## src/gfdba_pkg.sv

```systemverilog
// ----------------------------------------------------------------------------
// gfdba_pkg
// Shared types and constants for the gyro frame decoder with boxcar averaging.
// ----------------------------------------------------------------------------
`default_nettype none

package gfdba_pkg;

  localparam int WIN_W          = 11;
  localparam int CNT_W          = 11;
  localparam int RATE_W         = 24;
  localparam int TEMP_W         = 19;
  localparam int MAX_WINDOW_DEF = 1024;
  localparam int WINDOW_RESET   = 16;
  localparam int TEMP_OFFSET    = 8000;
  localparam int TEMP_DIVISOR   = 85;
  localparam int TEMP_BIAS      = 6400;

  typedef enum logic [1:0] {
    ST_IDLE,
    ST_RATE,
    ST_TEMP,
    ST_OUT
  } state_t;

endpackage

`default_nettype wire

```

## src/gfdba_div.sv

```systemverilog
// ----------------------------------------------------------------------------
// gfdba_div
// Shared restoring divider, one quotient bit per cycle, unsigned operands.
// ----------------------------------------------------------------------------
`default_nettype none

module gfdba_div #(
  parameter int NUM_W = 34,
  parameter int DEN_W = 11
) (
  input  wire logic             clk,
  input  wire logic             rst,
  input  wire logic             start,
  input  wire logic [NUM_W-1:0] num,
  input  wire logic [DEN_W-1:0] den,
  output logic                  done,
  output logic      [NUM_W-1:0] quot
);

  localparam int STEP_W = $clog2(NUM_W + 1);

  logic [STEP_W-1:0] steps;
  logic [DEN_W:0]    rem;
  logic [DEN_W-1:0]  divisor;
  logic [DEN_W:0]    rem_shift;
  logic [DEN_W:0]    diff;

  assign rem_shift = {rem[DEN_W-1:0], quot[NUM_W-1]};
  assign diff      = rem_shift - {1'b0, divisor};

  always_ff @(posedge clk) begin
    if (rst) begin
      steps <= '0;
      done  <= 1'b0;
    end else begin
      done <= 1'b0;
      if (start) begin
        steps <= STEP_W'(NUM_W);
      end else if (steps != '0) begin
        steps <= steps - 1'b1;
        done  <= (steps == STEP_W'(1));
      end
    end
  end

  always_ff @(posedge clk) begin
    if (start) begin
      quot    <= num;
      rem     <= '0;
      divisor <= den;
    end else if (steps != '0) begin
      if (!diff[DEN_W]) begin
        rem  <= diff;
        quot <= {quot[NUM_W-2:0], 1'b1};
      end else begin
        rem  <= rem_shift;
        quot <= {quot[NUM_W-2:0], 1'b0};
      end
    end
  end

endmodule

`default_nettype wire

```

## src/gyro_frame_decode_block_average.sv

```systemverilog
// ----------------------------------------------------------------------------
// gyro_frame_decode_block_average
// Gyro frame decoder: drops invalid frames, sums the rate field and emits the
// window mean of the rate with the temperature of the last sample.
// ----------------------------------------------------------------------------
// Usage:
//   Input channel (in_valid/in_ready) carries one frame per transaction:
//   status_rate_word and temperature_code. Output channel (out_valid/out_ready)
//   carries average_rate and temperature_fixed. Config channel
//   (cfg_valid/cfg_ready) writes window_size; write it only while idle.
//   A frame with data ready or self-test clear is dropped. Other frames are
//   summed; a frame that completes the window triggers one result.
//   Flow: a frame that does not complete the window is simply summed. A
//   completing frame runs two passes through the shared serial divider
//   (mean, then temperature) before out_valid rises; in_ready stays low
//   meanwhile.
//   A result waits in the output register while the receiver stalls; input
//   frames keep being taken until another result must be written.
//   Reset: window_size returns to 16, the sum and sample count clear, and
//   no result is pending.
// ----------------------------------------------------------------------------
`default_nettype none

module gyro_frame_decode_block_average #(
  parameter int MAX_WINDOW = gfdba_pkg::MAX_WINDOW_DEF
) (
  input  wire logic                                clk,
  input  wire logic                                rst,
  input  wire logic                                cfg_valid,
  output logic                                     cfg_ready,
  input  wire logic        [gfdba_pkg::WIN_W-1:0]  window_size,
  input  wire logic                                in_valid,
  output logic                                     in_ready,
  input  wire logic        [31:0]                  status_rate_word,
  input  wire logic        [15:0]                  temperature_code,
  output logic                                     out_valid,
  input  wire logic                                out_ready,
  output logic signed      [gfdba_pkg::RATE_W-1:0] average_rate,
  output logic signed      [gfdba_pkg::TEMP_W-1:0] temperature_fixed
);

  localparam int WIN_W  = gfdba_pkg::WIN_W;
  localparam int CNT_W  = gfdba_pkg::CNT_W;
  localparam int RATE_W = gfdba_pkg::RATE_W;
  localparam int TEMP_W = gfdba_pkg::TEMP_W;
  localparam int WIN_LIMIT = (1 << WIN_W) - 1;
  localparam int WMAX   = (MAX_WINDOW < WIN_LIMIT) ? MAX_WINDOW : WIN_LIMIT;
  localparam int ACC_W  = RATE_W + $clog2(WMAX);

  localparam logic [WIN_W-1:0] WMAX_V   = WIN_W'(WMAX);
  localparam logic [ACC_W-1:0] POS_LIM  = ACC_W'((1 << (RATE_W - 1)) - 1);
  localparam logic [ACC_W-1:0] NEG_LIM  = ACC_W'(1 << (RATE_W - 1));
  localparam logic [WIN_W-1:0] TDIV     = WIN_W'(gfdba_pkg::TEMP_DIVISOR);

  gfdba_pkg::state_t state, state_next;

  logic [WIN_W-1:0]         window;
  logic signed [ACC_W-1:0]  acc;
  logic [CNT_W-1:0]         count;
  logic                     rate_neg;
  logic                     temp_neg;
  logic [23:0]              temp_mag;
  logic [RATE_W-1:0]        avg_hold;

  logic                     frame_ok;
  logic                     accept;
  logic                     window_full;
  logic [WIN_W-1:0]         eff_window;
  logic signed [RATE_W-1:0] rate_s;
  logic signed [ACC_W-1:0]  acc_next;
  logic [CNT_W-1:0]         count_next;
  logic [ACC_W-1:0]         acc_mag;
  logic signed [16:0]       temp_diff;
  logic [16:0]              temp_abs;
  logic [RATE_W-1:0]        avg_value;
  logic signed [TEMP_W-1:0] temp_q;
  logic signed [TEMP_W-1:0] temp_value;
  logic                     load_out;

  logic                     div_start;
  logic [ACC_W-1:0]         div_num;
  logic [WIN_W-1:0]         div_den;
  logic                     div_done;
  logic [ACC_W-1:0]         div_quot;

  assign cfg_ready = 1'b1;

  always_comb begin
    if (window == '0) begin
      eff_window = WIN_W'(1);
    end else if (window > WMAX_V) begin
      eff_window = WMAX_V;
    end else begin
      eff_window = window;
    end
  end

  assign frame_ok    = status_rate_word[31] & status_rate_word[0];
  assign rate_s      = $signed(status_rate_word[30:7]);
  assign acc_next    = acc + ACC_W'(rate_s);
  assign count_next  = count + 1'b1;
  assign window_full = (count_next >= CNT_W'(eff_window));
  assign acc_mag     = acc_next[ACC_W-1] ? ACC_W'(-acc_next) : ACC_W'(acc_next);
  assign accept      = in_valid & in_ready;

  assign temp_diff = $signed({1'b0, temperature_code}) - 17'sd8000;
  assign temp_abs  = temp_diff[16] ? 17'(-temp_diff) : 17'(temp_diff);

  always_comb begin
    if (rate_neg) begin
      avg_value = (div_quot > NEG_LIM) ? NEG_LIM[RATE_W-1:0]
                                       : RATE_W'(-div_quot[RATE_W-1:0]);
    end else begin
      avg_value = (div_quot > POS_LIM) ? POS_LIM[RATE_W-1:0] : div_quot[RATE_W-1:0];
    end
  end

  assign temp_q     = $signed(div_quot[TEMP_W-1:0]);
  assign temp_value = (temp_neg ? -temp_q : temp_q) + TEMP_W'(gfdba_pkg::TEMP_BIAS);
  assign load_out   = !out_valid || out_ready;

  always_comb begin
    state_next = state;
    in_ready   = 1'b0;
    div_start  = 1'b0;
    div_num    = ACC_W'(temp_mag);
    div_den    = TDIV;
    unique case (state)
      gfdba_pkg::ST_IDLE: begin
        in_ready = 1'b1;
        div_num  = acc_mag;
        div_den  = eff_window;
        if (in_valid && frame_ok && window_full) begin
          div_start  = 1'b1;
          state_next = gfdba_pkg::ST_RATE;
        end
      end
      gfdba_pkg::ST_RATE: begin
        if (div_done) begin
          div_start  = 1'b1;
          state_next = gfdba_pkg::ST_TEMP;
        end
      end
      gfdba_pkg::ST_TEMP: begin
        if (div_done) begin
          state_next = gfdba_pkg::ST_OUT;
        end
      end
      gfdba_pkg::ST_OUT: begin
        if (load_out) begin
          state_next = gfdba_pkg::ST_IDLE;
        end
      end
      default: state_next = gfdba_pkg::ST_IDLE;
    endcase
  end

  always_ff @(posedge clk) begin
    if (rst) begin
      state  <= gfdba_pkg::ST_IDLE;
      window <= WIN_W'(gfdba_pkg::WINDOW_RESET);
      acc    <= '0;
      count  <= '0;
    end else begin
      state <= state_next;
      if (cfg_valid && cfg_ready) begin
        window <= window_size;
      end
      if (accept && frame_ok) begin
        if (window_full) begin
          acc   <= '0;
          count <= '0;
        end else begin
          acc   <= acc_next;
          count <= count_next;
        end
      end
    end
  end

  always_ff @(posedge clk) begin
    if (accept && frame_ok && window_full) begin
      rate_neg <= acc_next[ACC_W-1];
      temp_neg <= temp_diff[16];
      temp_mag <= {temp_abs[15:0], 8'h00};
    end
    if (state == gfdba_pkg::ST_RATE && div_done) begin
      avg_hold <= avg_value;
    end
  end

  always_ff @(posedge clk) begin
    if (rst) begin
      out_valid <= 1'b0;
    end else if (state == gfdba_pkg::ST_OUT && load_out) begin
      out_valid <= 1'b1;
    end else if (out_ready) begin
      out_valid <= 1'b0;
    end
  end

  always_ff @(posedge clk) begin
    if (state == gfdba_pkg::ST_OUT && load_out) begin
      average_rate      <= $signed(avg_hold);
      temperature_fixed <= temp_value;
    end
  end

  gfdba_div #(
    .NUM_W (ACC_W),
    .DEN_W (WIN_W)
  ) u_div (
    .clk   (clk),
    .rst   (rst),
    .start (div_start),
    .num   (div_num),
    .den   (div_den),
    .done  (div_done),
    .quot  (div_quot)
  );

endmodule

`default_nettype wire

```

## config.mk

```make
export PLATFORM = sky130hd
export DESIGN_NAME = gyro_frame_decode_block_average
export DESIGN_NICKNAME = d
export VERILOG_FILES = /design/src/gfdba_pkg.sv /design/src/gfdba_div.sv /design/src/gyro_frame_decode_block_average.sv
export SDC_FILE = /design/constraint.sdc
export NUM_CORES = 1
export LEC_CHECK = 0
export BUFFER_PORTS_ARGS = -buffer_cell sky130_fd_sc_hd__buf_4
export CORE_ASPECT_RATIO = 1.1
export CORE_MARGIN = 1
export CORE_UTILIZATION = 35
export CTS_CLUSTER_SIZE = 12
export DETAILED_ROUTE_END_ITERATION = 6
export GPL_ROUTABILITY_DRIVEN = 0
export PLACE_DENSITY = 0.54
export SYNTH_ARGS = -nofsm -noshare
export SYNTH_HDL_FRONTEND = slang
export SYNTH_SLANG_ARGS = --single-unit
```

## constraint.sdc

```tcl
create_clock -name clk -period 6.4 [get_ports clk]
set_input_delay 1.28 -clock clk [delete_from_list [all_inputs] [get_ports clk]]
set_output_delay 1.28 -clock clk [all_outputs]
set_load 0.005 [all_outputs]
```

; ---- Word level (Yosys, flattened, before mapping)
; Cells that the tools add are included.
[totals]
elab_cells = 86
inputBits = 64
out_inout_bits = 46
regBits = 207
[classes]
bitwise = 3
eq_ne = 8
add_sub_neg = 10
magnitude_cmp = 4
n_mux = 28
n_reduce_logical = 16
[ops]
columns = op, count
row1 = two-way mux 34 bit, 5
row2 = two-way mux 24 bit, 3
row3 = two-way mux 11 bit, 4
row4 = adder 34 x 24 -> 34 bit, 1
row5 = "> comparator 34 x 23 -> 1 bit, second input constant", 1
row6 = "> comparator 34 x 24 -> 1 bit, second input constant", 1
row7 = negation 34 bit, 1
row8 = negation 24 bit, 1
row9 = "adder 19 x 14 -> 19 bit, second input constant", 1
row10 = two-way mux 19 bit, 1
row11 = negation 19 bit, 1
row12 = "subtractor 16 x 13 -> 17 bit, second input constant", 1
row13 = two-way mux 16 bit, 1
row14 = negation 16 bit, 1
row15 = two-way mux 6 bit, 2
row16 = subtractor 12 x 11 -> 12 bit, 1
row17 = "adder 11 x 1 -> 11 bit, second input constant", 1
row18 = >= comparator 11 bit, 1
row19 = "> comparator 11 bit, second input constant", 1
row20 = zero test 11 bit, 1
row21 = two-way mux 2 bit, 4
row22 = one-hot mux 2 bit (4 select lines), 1
row23 = "== test 6 x 1 -> 1 bit, second input constant", 1
row24 = logical AND 1 bit, 6
row25 = other kinds (17), 27

; ---- Depth between registers and ports, before layout
; Gate-level depths: netlist of run 1.
[logic_depth]
word_depth = 8
ltp_mapped = 16
ltp_nobuf = 15

; ---- Modules after synthesis
; Synthesis of run 1 repeated with hierarchy kept, for this count alone.
[hier_totals]
cells_unflattened = 1475
hier_area_um2 = 13529.2
[by_module_without_submodules]
columns = module, area_per_inst_um2, cells_per_inst, n_inst, seq_area_each_um2
row1 = gyro_frame_decode_block_average, 10234.8, 1204, 1, 3733.6
row2 = gfdba_div, 3294.4, 271, 1, 1711.6

; ---- Worst setup path before layout of run 1
; Ideal clock, no wire load.
[synth_path]
kind = input to register
from = input status_rate_word[7]
to = register u_div.quot[22] (data pin)
setup_ps = 261
t_arrival_ps = 4278
path_slack_ps = 1861
stages = 13
required_ps = 6139
n_path_buf = 0
path_cell_list = ha_1 > inv_1 > fa_1 > nand2b_1 > a21oi_2 > o311a_2 > nor2_1 > nor4_2 > nand4_1 > nor4_4 > nor2_1 > xnor2_1 > a221o_1
[synth_via]
elab_chain_cells = 5
[synth_rtl]
columns = element, line
row1 = start: declaration, gyro_frame_decode_block_average.sv:34  ; input wire logic [31:0] status_rate_word,
row2 = adder 34 x 24 -> 34 bit *, gyro_frame_decode_block_average.sv:100  ; assign acc_next = acc + ACC_W'(rate_s);
row3 = negation 34 bit, gyro_frame_decode_block_average.sv:103  ; assign acc_mag = acc_next[ACC_W-1] ? ACC_W'(-acc_next) : ACC_W'(acc_next);
row4 = two-way mux 34 bit *, gyro_frame_decode_block_average.sv:103
row5 = two-way mux 34 bit *, gyro_frame_decode_block_average.sv:128  ; unique case (state)
row6 = two-way mux 34 bit *, gfdba_div.sv:47  ; if (start) begin
row7 = end signal: assignment, gfdba_div.sv:48  ; quot <= num;
row8 = end signal: assignment, gfdba_div.sv:54  ; quot <= {quot[NUM_W-2:0], 1'b1};
row9 = end signal: assignment, gfdba_div.sv:57  ; quot <= {quot[NUM_W-2:0], 1'b0};
row10 = end: declaration, gfdba_div.sv:17  ; output logic [NUM_W-1:0] quot
; Every way passes the cells marked *; elsewhere a longest branch is shown, timed or not.
; A chain may end at the register's enable or synchronous reset.

; ---- Final worst setup path of run 1
[layout_path]
from = register count[0]
to = register u_div.quot[14] (data pin)
[layout_via]
elab_chain_cells = 6
[layout_rtl]
columns = element, line
row1 = start: declaration, gyro_frame_decode_block_average.sv:59  ; logic [CNT_W-1:0] count;
row2 = start signal: assignment, gyro_frame_decode_block_average.sv:175  ; count <= count_next;
row3 = adder 11 x 1 -> 11 bit, gyro_frame_decode_block_average.sv:101  ; assign count_next = count + 1'b1;
row4 = >= comparator 11 bit, gyro_frame_decode_block_average.sv:102  ; assign window_full = (count_next >= CNT_W'(eff_window));
row5 = logical AND 1 bit, gyro_frame_decode_block_average.sv:133  ; if (in_valid && frame_ok && window_full) begin
row6 = two-way mux 1 bit, gyro_frame_decode_block_average.sv:133
row7 = one-hot mux 1 bit (2 select lines), gyro_frame_decode_block_average.sv:128
row8 = two-way mux 34 bit, gfdba_div.sv:47
; Every way passes these cells.

==> flow_summary.yaml, run 1 <==
critical_path:
  path_class: "reg -> reg"
  crit_top_cell: "and3_1"
  critPathMaxStageDelay_ns: 0.72
  path_delay_family: "simple AND/OR/NAND/NOR gates"
  critPathSlowestCell: "nand2_1"
  critPathMaxFanout: 33
  crit_chain: "ha_1, and3_1, and3_1, and3_1, nand3_1, xnor2_1, ha_1, or4_1, a221oi_1, nor2_1, buf_4, a21oi_4, inv_2, nand2_1, o221ai_1"
  worst-r2r-setup-slack_ns: 1.53
  worstSetupEndpointType: "flip-flop"
  cp.arrival_ns: 5.11
  cp-start-kind: "flip-flop"
  crit_buf_inv: 2
  required_ns: 6.64
status:
  outcome: "completed"
clock_tree:
  ctsResizeCount: 0
  cts_setup_buffers: 0
  clkLatencyLatePin_ns: 0.54
  cts_max_level: 1
  clkSlewWorstSetupHoldPaths_ns: 0.06
  cts_buffer_depth: 3
  hold_buffers: 0
  cts_made_buffers: 25
  clockRootBuffer: "clkbuf_16"
  tritoncts: "built"
  cts_sinks: 207
route:
  wirelength_um: 33100
  viasPerCell: 5.28
  drt-pass1-iter-count: 5
  ant_nets: 0
  vias: 10685
  drc: 0
  drtIter0Drc: 815
  wl_per_cell_um: 16.3
sta:
  rsz0062_at_grt: "false"
  tightest_slew_ns: 1.16
  fin_crit_sh_pct: 76.1
  timing.setup.tns_ns: 0
  setup_viol: 0
  setup_slack_ns: 1.53
  slew_violations: 0
  max_slew_margin_pct: 22.7
  finalWorstPathRequiredPeriod_ns: 4.87
  finalClockSkew_ns: 0.0166
  fmax_mhz: 205
  hold_viol_final: 0
pwr:
  seqPwrFrac_pct: 39.1
  pwr-share-comb_pct: 30.8
  swShare_pct: 34.0
  power.leakage_nw: 6.06
  pwr-share-clk_pct: 30.1
  p_switching_mw: 1.73
  p_int_mw: 3.36
  peakVddDrop_mv: 0.276
  power_density_mw_per_mm2: 334
global_route:
  gr-usage-met3_pct: 1.98
  grt_max_degree: 67
  use_met2_pct: 27.6
  grt_pass1_vias: 10087
  gr-usage-met1_pct: 23.8
  antenna_found_initial: 0
  busiest_layer: "met2"
  grt_usage_pct: 17.0
  grt_first_pass_wirelength_um: 53500
  grt_overflow_total: 0
finish:
  antenna_cells: 0
  fin_nets: 1650
  drive_above_1_share_pct: 12.7
  final_util_pct: 41.0
  final_cell_area_mm2: 0.0152
  syn2layout_area_growth_pct: 15.3
  stdcell_count: 2025
yosys:
  synth.area.top_cells: "edfxtp_1, dfxtp_1, ha_1, nand2_1, xnor2_1"
  netlist_instances: 1457
  synth_top_area_share_pct: 29.6
  synth-seq-area-share_pct: 41.3
  synth-edff-count: 130
  ys_warn_count: 0
  ys_async_sr_fraction_pct: 0
  ys_ff_latch: 207
  postSynthAreaPerCell_um2: 9.06
  synth_cell_types: 98
  ys_top_cells_by_count: "nand2_1, edfxtp_1, nor2_1"
  synth_area_leader_cell: "edfxtp_1"
  yosysMostFrequentCell: "nand2_1"
  ys.flop_type: "edfxtp_1"
  syn_nets: 1592
  syn_area_mm2: 0.0132
die:
  io-pin-count: 110
  initial_core_util_pct: 35.5
  die_y_um: 206
  die_w_um: 187
  rows: 74
  core_area_mm2: 0.0371
  die_area_mm2: 0.0385
place:
  post-place-ws_ns: 1.20
  port_buffers: 102
  dp_hpwl_um: 23700
  dpl-instance-area_mm2: 0.0144
  dp.cells: 1982
hold_path:
  min_path_type: "reg -> reg"
flow_run:
  maxCapViolations: 0
[cell families (layout without fill, tap and decap cells)]
kind of cell	Yosys count	count (layout)	synth area share, %
other	1	1	0.0284
AO/OA/AOI/OAI	366	366	18.2
buffers and inverters	129	203	3.86
flip-flops	207	207	41.3
multiplexers	26	26	2.00
adder cells (fa/ha/maj)	71	71	6.84
XOR/XNOR	111	111	7.37
AND/OR/NAND/NOR	546	546	20.4
[through the flow]
stage          hold slack [ns]  power (mW)
2_1_floorplan            0.400        3.18
3_3_place_gp             0.406        3.56
3_5_place_dp             0.405        3.59
4_1_cts                  0.419        5.14
5_1_grt                  0.422        5.41
6_report                 0.418        5.09
[sequential cells by signal (all words and copies together) (netlist names), 6 cells and up]
signal             flops
count                 11
u_div.quot            34
temp_mag              16
window                11
acc                   34
u_div.rem             11
u_div.steps            6
average_rate          24
avg_hold              24
temperature_fixed     19
u_div.divisor         11
[power groups by stage]
stage | clock network (mW) | logic, mW | registers, mW
final | 1.53 | 1.57 | 1.99
after global routing | 1.62 | 1.77 | 2.02
after CTS | 1.57 | 1.58 | 1.99
after detailed placement | 0 | 1.58 | 2.01
after global placement | 0 | 1.55 | 2.01
after floorplan | 0 | 1.29 | 1.89
[per-layer routing]
layer / routed length (um) / up-vias
met2: 14900 / 207
met3: 1160 / 41
met1: 16200 / 4989
met5: 0 / -
met4: 855 / 0
li1: - / 5448
[layout make-up]
cell class | count | area (um^2)
Clock buffer | 29 | 641
Tap cell | 494 | 618
Clock inverter | 14 | 234
Fill cell | 3643 | 21900
Multi-Input combinational cell | 1121 | 7270
Inverter | 48 | 180
Timing Repair Buffer | 112 | 841
Sequential cell | 207 | 5450
[final timing paths]
kind / cells after the start / from / end
worst max-delay path: 15 / count[0] / u_div.quot[14]
worst min-delay path: 0 / avg_hold[20] / average_rate[20]
worst max register to register: 15 / count[0] / u_div.quot[14]
worst min register to register: 0 / avg_hold[20] / average_rate[20]
[layout by cell type, fill, tap and decap left out, types with 4 or more instances in the layout]
cell and count:
a22o_1 5, o311ai_0 20, and3_1 29, a21oi_2 6, nor2_1 120, bufinv_16 6
o21bai_1 5, ha_1 69, a21o_1 21, buf_4 112, edfxtp_1 130, xor2_1 50
nand4_1 10, a31oi_1 14, inv_1 46, nand3b_1 12, o21a_1 11, or4_1 4
a211oi_1 19, nor3_1 60, clkbuf_1 4, dfxtp_1 77, nand3_1 43, clkbuf_16 25
o211ai_1 9, nor4_1 16, o31ai_1 7, mux2i_1 23, nand2b_1 10, nand4b_1 4
and2_1 11, nand2_1 165, or3_1 21, or2_2 9, a21oi_1 103, o21ai_1 16
nor2b_1 8, xnor2_1 61, o21ai_0 76
(Power assumes the default switching activity.)
==> run 2, diff against run 1 <==
==> constraint.sdc (replaced) <==
create_clock -name clk -period 5.08 [get_ports clk]
set_input_delay 1.016 -clock clk [delete_from_list [all_inputs] [get_ports clk]]
set_output_delay 1.016 -clock clk [all_outputs]
set_load 0.005 [all_outputs]
==> run 2 against run 1 <==
Effect of this change:
- combinational power increased by 27%
- routed wire length fell by 0.47%
- first-iteration DRC count decreased by 2.0%
- global-route usage hardly changed
- cell area up 0.72%
- setup slack got worse by 0.72 ns
- sequential power up 26%
- clock-buffer cell count rose by 7
- sequential share of layout area is 0.26 points lower
- hold slack got worse by 0.00083 ns
- via count increased by 0.92%
==> flow_summary.yaml, run 2 (synthesized netlist as in run 1, its figures left out) <==
status:
  outcome: "completed"
die:
  die_area_mm2: 0.0385
  initial_core_util_pct: 35.5
  die_y_um: 206
  rows: 74
  die_w_um: 187
  core_area_mm2: 0.0371
  io-pin-count: 110
critical_path:
  crit_top_cell: "and3_1"
  required_ns: 5.36
  crit_buf_inv: 2
  rr_worst_depth: 15
  path_class: "reg -> reg"
  cp.arrival_ns: 4.55
  worst-r2r-setup-slack_ns: 0.81
  critPathMaxFanout: 16
  path_delay_family: "simple AND/OR/NAND/NOR gates"
  r2r-start: "count[0]"
  critPathSlowestCell: "or4_1"
  cp-start-kind: "flip-flop"
  critPathMaxStageDelay_ns: 0.52
  worstSetupEndpointType: "flip-flop"
  crit_chain: "ha_1, and3_1, and3_1, and3_1, nand3_1, xnor2_1, ha_1, or4_1, a221oi_1, nor2_1, a21oi_4, inv_2, nand2_1, buf_4, o21ai_0"
  rr_endpoint: "u_div.quot[7]"
global_route:
  use_met2_pct: 28.1
  grt_max_degree: 67
  busiest_layer: "met2"
  antenna_found_initial: 0
  gr-usage-met1_pct: 23.6
  grt_overflow_total: 0
  grt_pass1_vias: 10136
  grt_first_pass_wirelength_um: 53400
  grt_usage_pct: 17.0
  gr-usage-met3_pct: 2.20
pwr:
  pwr-share-comb_pct: 31.4
  p_int_mw: 4.18
  peakVddDrop_mv: 0.254
  seqPwrFrac_pct: 39.4
  power_density_mw_per_mm2: 414
  p_total_mw: 6.35
  pwr-share-clk_pct: 29.2
  p_switching_mw: 2.16
  swShare_pct: 34.1
  power.leakage_nw: 6.14
finish:
  antenna_cells: 0
  drive_above_1_share_pct: 13.7
  layout_commonest_cell: "nand2_1"
  fillCellCount: 3662
  syn2layout_area_growth_pct: 16.2
  reg_top3: "acc x34, u_div.quot x34"
  fin_nets: 1669
  layout_common_cells: "nand2_1, buf_4, edfxtp_1"
clock_tree:
  cts_made_buffers: 25
  ctsResizeCount: 0
  clkLatencyLatePin_ns: 0.54
  hold_buffers: 0
  cts_setup_buffers: 0
  tritoncts: "built"
  cts_max_level: 1
  clkSlewWorstSetupHoldPaths_ns: 0.06
  cts_buffer_depth: 3
  clockRootBuffer: "clkbuf_16"
  cts_sinks: 207
route:
  drt-pass1-iter-count: 5
  drtIter0Drc: 799
  vias: 10783
  wirelength_um: 33000
  wl_per_cell_um: 16.1
  drc: 0
  viasPerCell: 5.27
  ant_nets: 0
place:
  port_buffers: 102
  dp_hpwl_um: 24100
sta:
  finalWorstPathRequiredPeriod_ns: 4.27
  slew_violations: 0
  setup_viol: 0
  tightest_slew_ns: 1.12
  timing.setup.tns_ns: 0
  hold_viol_final: 0
  fin_crit_sh_pct: 84.0
  whs_ns: 0.417
  rsz0062_at_grt: "false"
  max_slew_margin_pct: 24.9
  fmax_mhz: 234
  finalClockSkew_ns: 0.0129
hold_path:
  hold_end: "average_rate[9]"
  min_path_type: "reg -> reg"
  whs_path_depth: 0
  min_from: "avg_hold[9]"
flow_run:
  maxCapViolations: 0
[run 2: changes by cell type in the layout (fill, tap and decap cells not counted)]
cell,delta
buf_4,+19
clkbuf_1,+6
bufinv_16,-2
clkbuf_8,+1
clkinv_1,-1
clkinv_2,-1
[run 2: power groups by stage]
stage	Combinational (mW)	Sequential (mW)	Clock, mW
6_report	2.00	2.50	1.85
5_1_grt	2.26	2.55	1.96
4_1_cts	2.01	2.50	1.90
3_5_place_dp	2.01	2.53	0
3_3_place_gp	1.98	2.53	0
2_1_floorplan	1.63	2.38	0
[run 2: worst max-delay path by stage]
stage	startpoint	end	slack [ns]	cells past startpoint
floorplan	count[0]	u_div.quot[0]	0.67	13
global placement	status_rate_word[7]	u_div.quot[22]	0.33	14
detailed placement	status_rate_word[7]	u_div.quot[29]	0.28	14
CTS	count[0]	u_div.quot[5]	0.77	15
global route	count[0]	u_div.quot[7]	0.45	15
finish	count[0]	u_div.quot[7]	0.81	15
[run 2: through the flow]
stage	utilization, %	worst slack, ns	cell area (um^2)	instances
6_report	41.3	0.813	15300	2047
3_5_place_dp	39.0	0.284	14500	2001
5_1_grt	41.3	0.449	15300	2047
2_1_floorplan	-	0.672	13200	1457
4_1_cts	41.3	0.774	15300	2047
3_3_place_gp	39.0	0.330	14500	2001
[run 2: cell type report]
class                      instances  area [um^2]  share of cell area, %
timing repair buffer             131          983                   6.41
clock inverter                    10          165                   1.08
sequential                       207         5450                   35.5
multi-input combinational       1121         7270                   47.4
tap                              494          618                   4.03
inverter                          48          180                   1.17
clock buffer                      36          677                   4.41
[run 2: worst reg2reg max path: stages, from the launching register on]
cell	delay, ns
dfxtp_1	0.39
ha_1	0.24
and3_1	0.24
and3_1	0.24
and3_1	0.26
nand3_1	0.11
xnor2_1	0.16
ha_1	0.20
or4_1	0.52
a221oi_1	0.38
nor2_1	0.17
a21oi_4	0.21
inv_2	0.05
nand2_1	0.47
buf_4	0.27
o21ai_0	0.10
[run 2: layer usage]
metal  routed length, um  part of all wire [%]  vias up
li1                    -                     -     5475
met2               15000                    46      209
met1               16100                    49     5065
met5                   0                     0        -
met4                 581                   1.8        0
met3                1190                   3.6       34
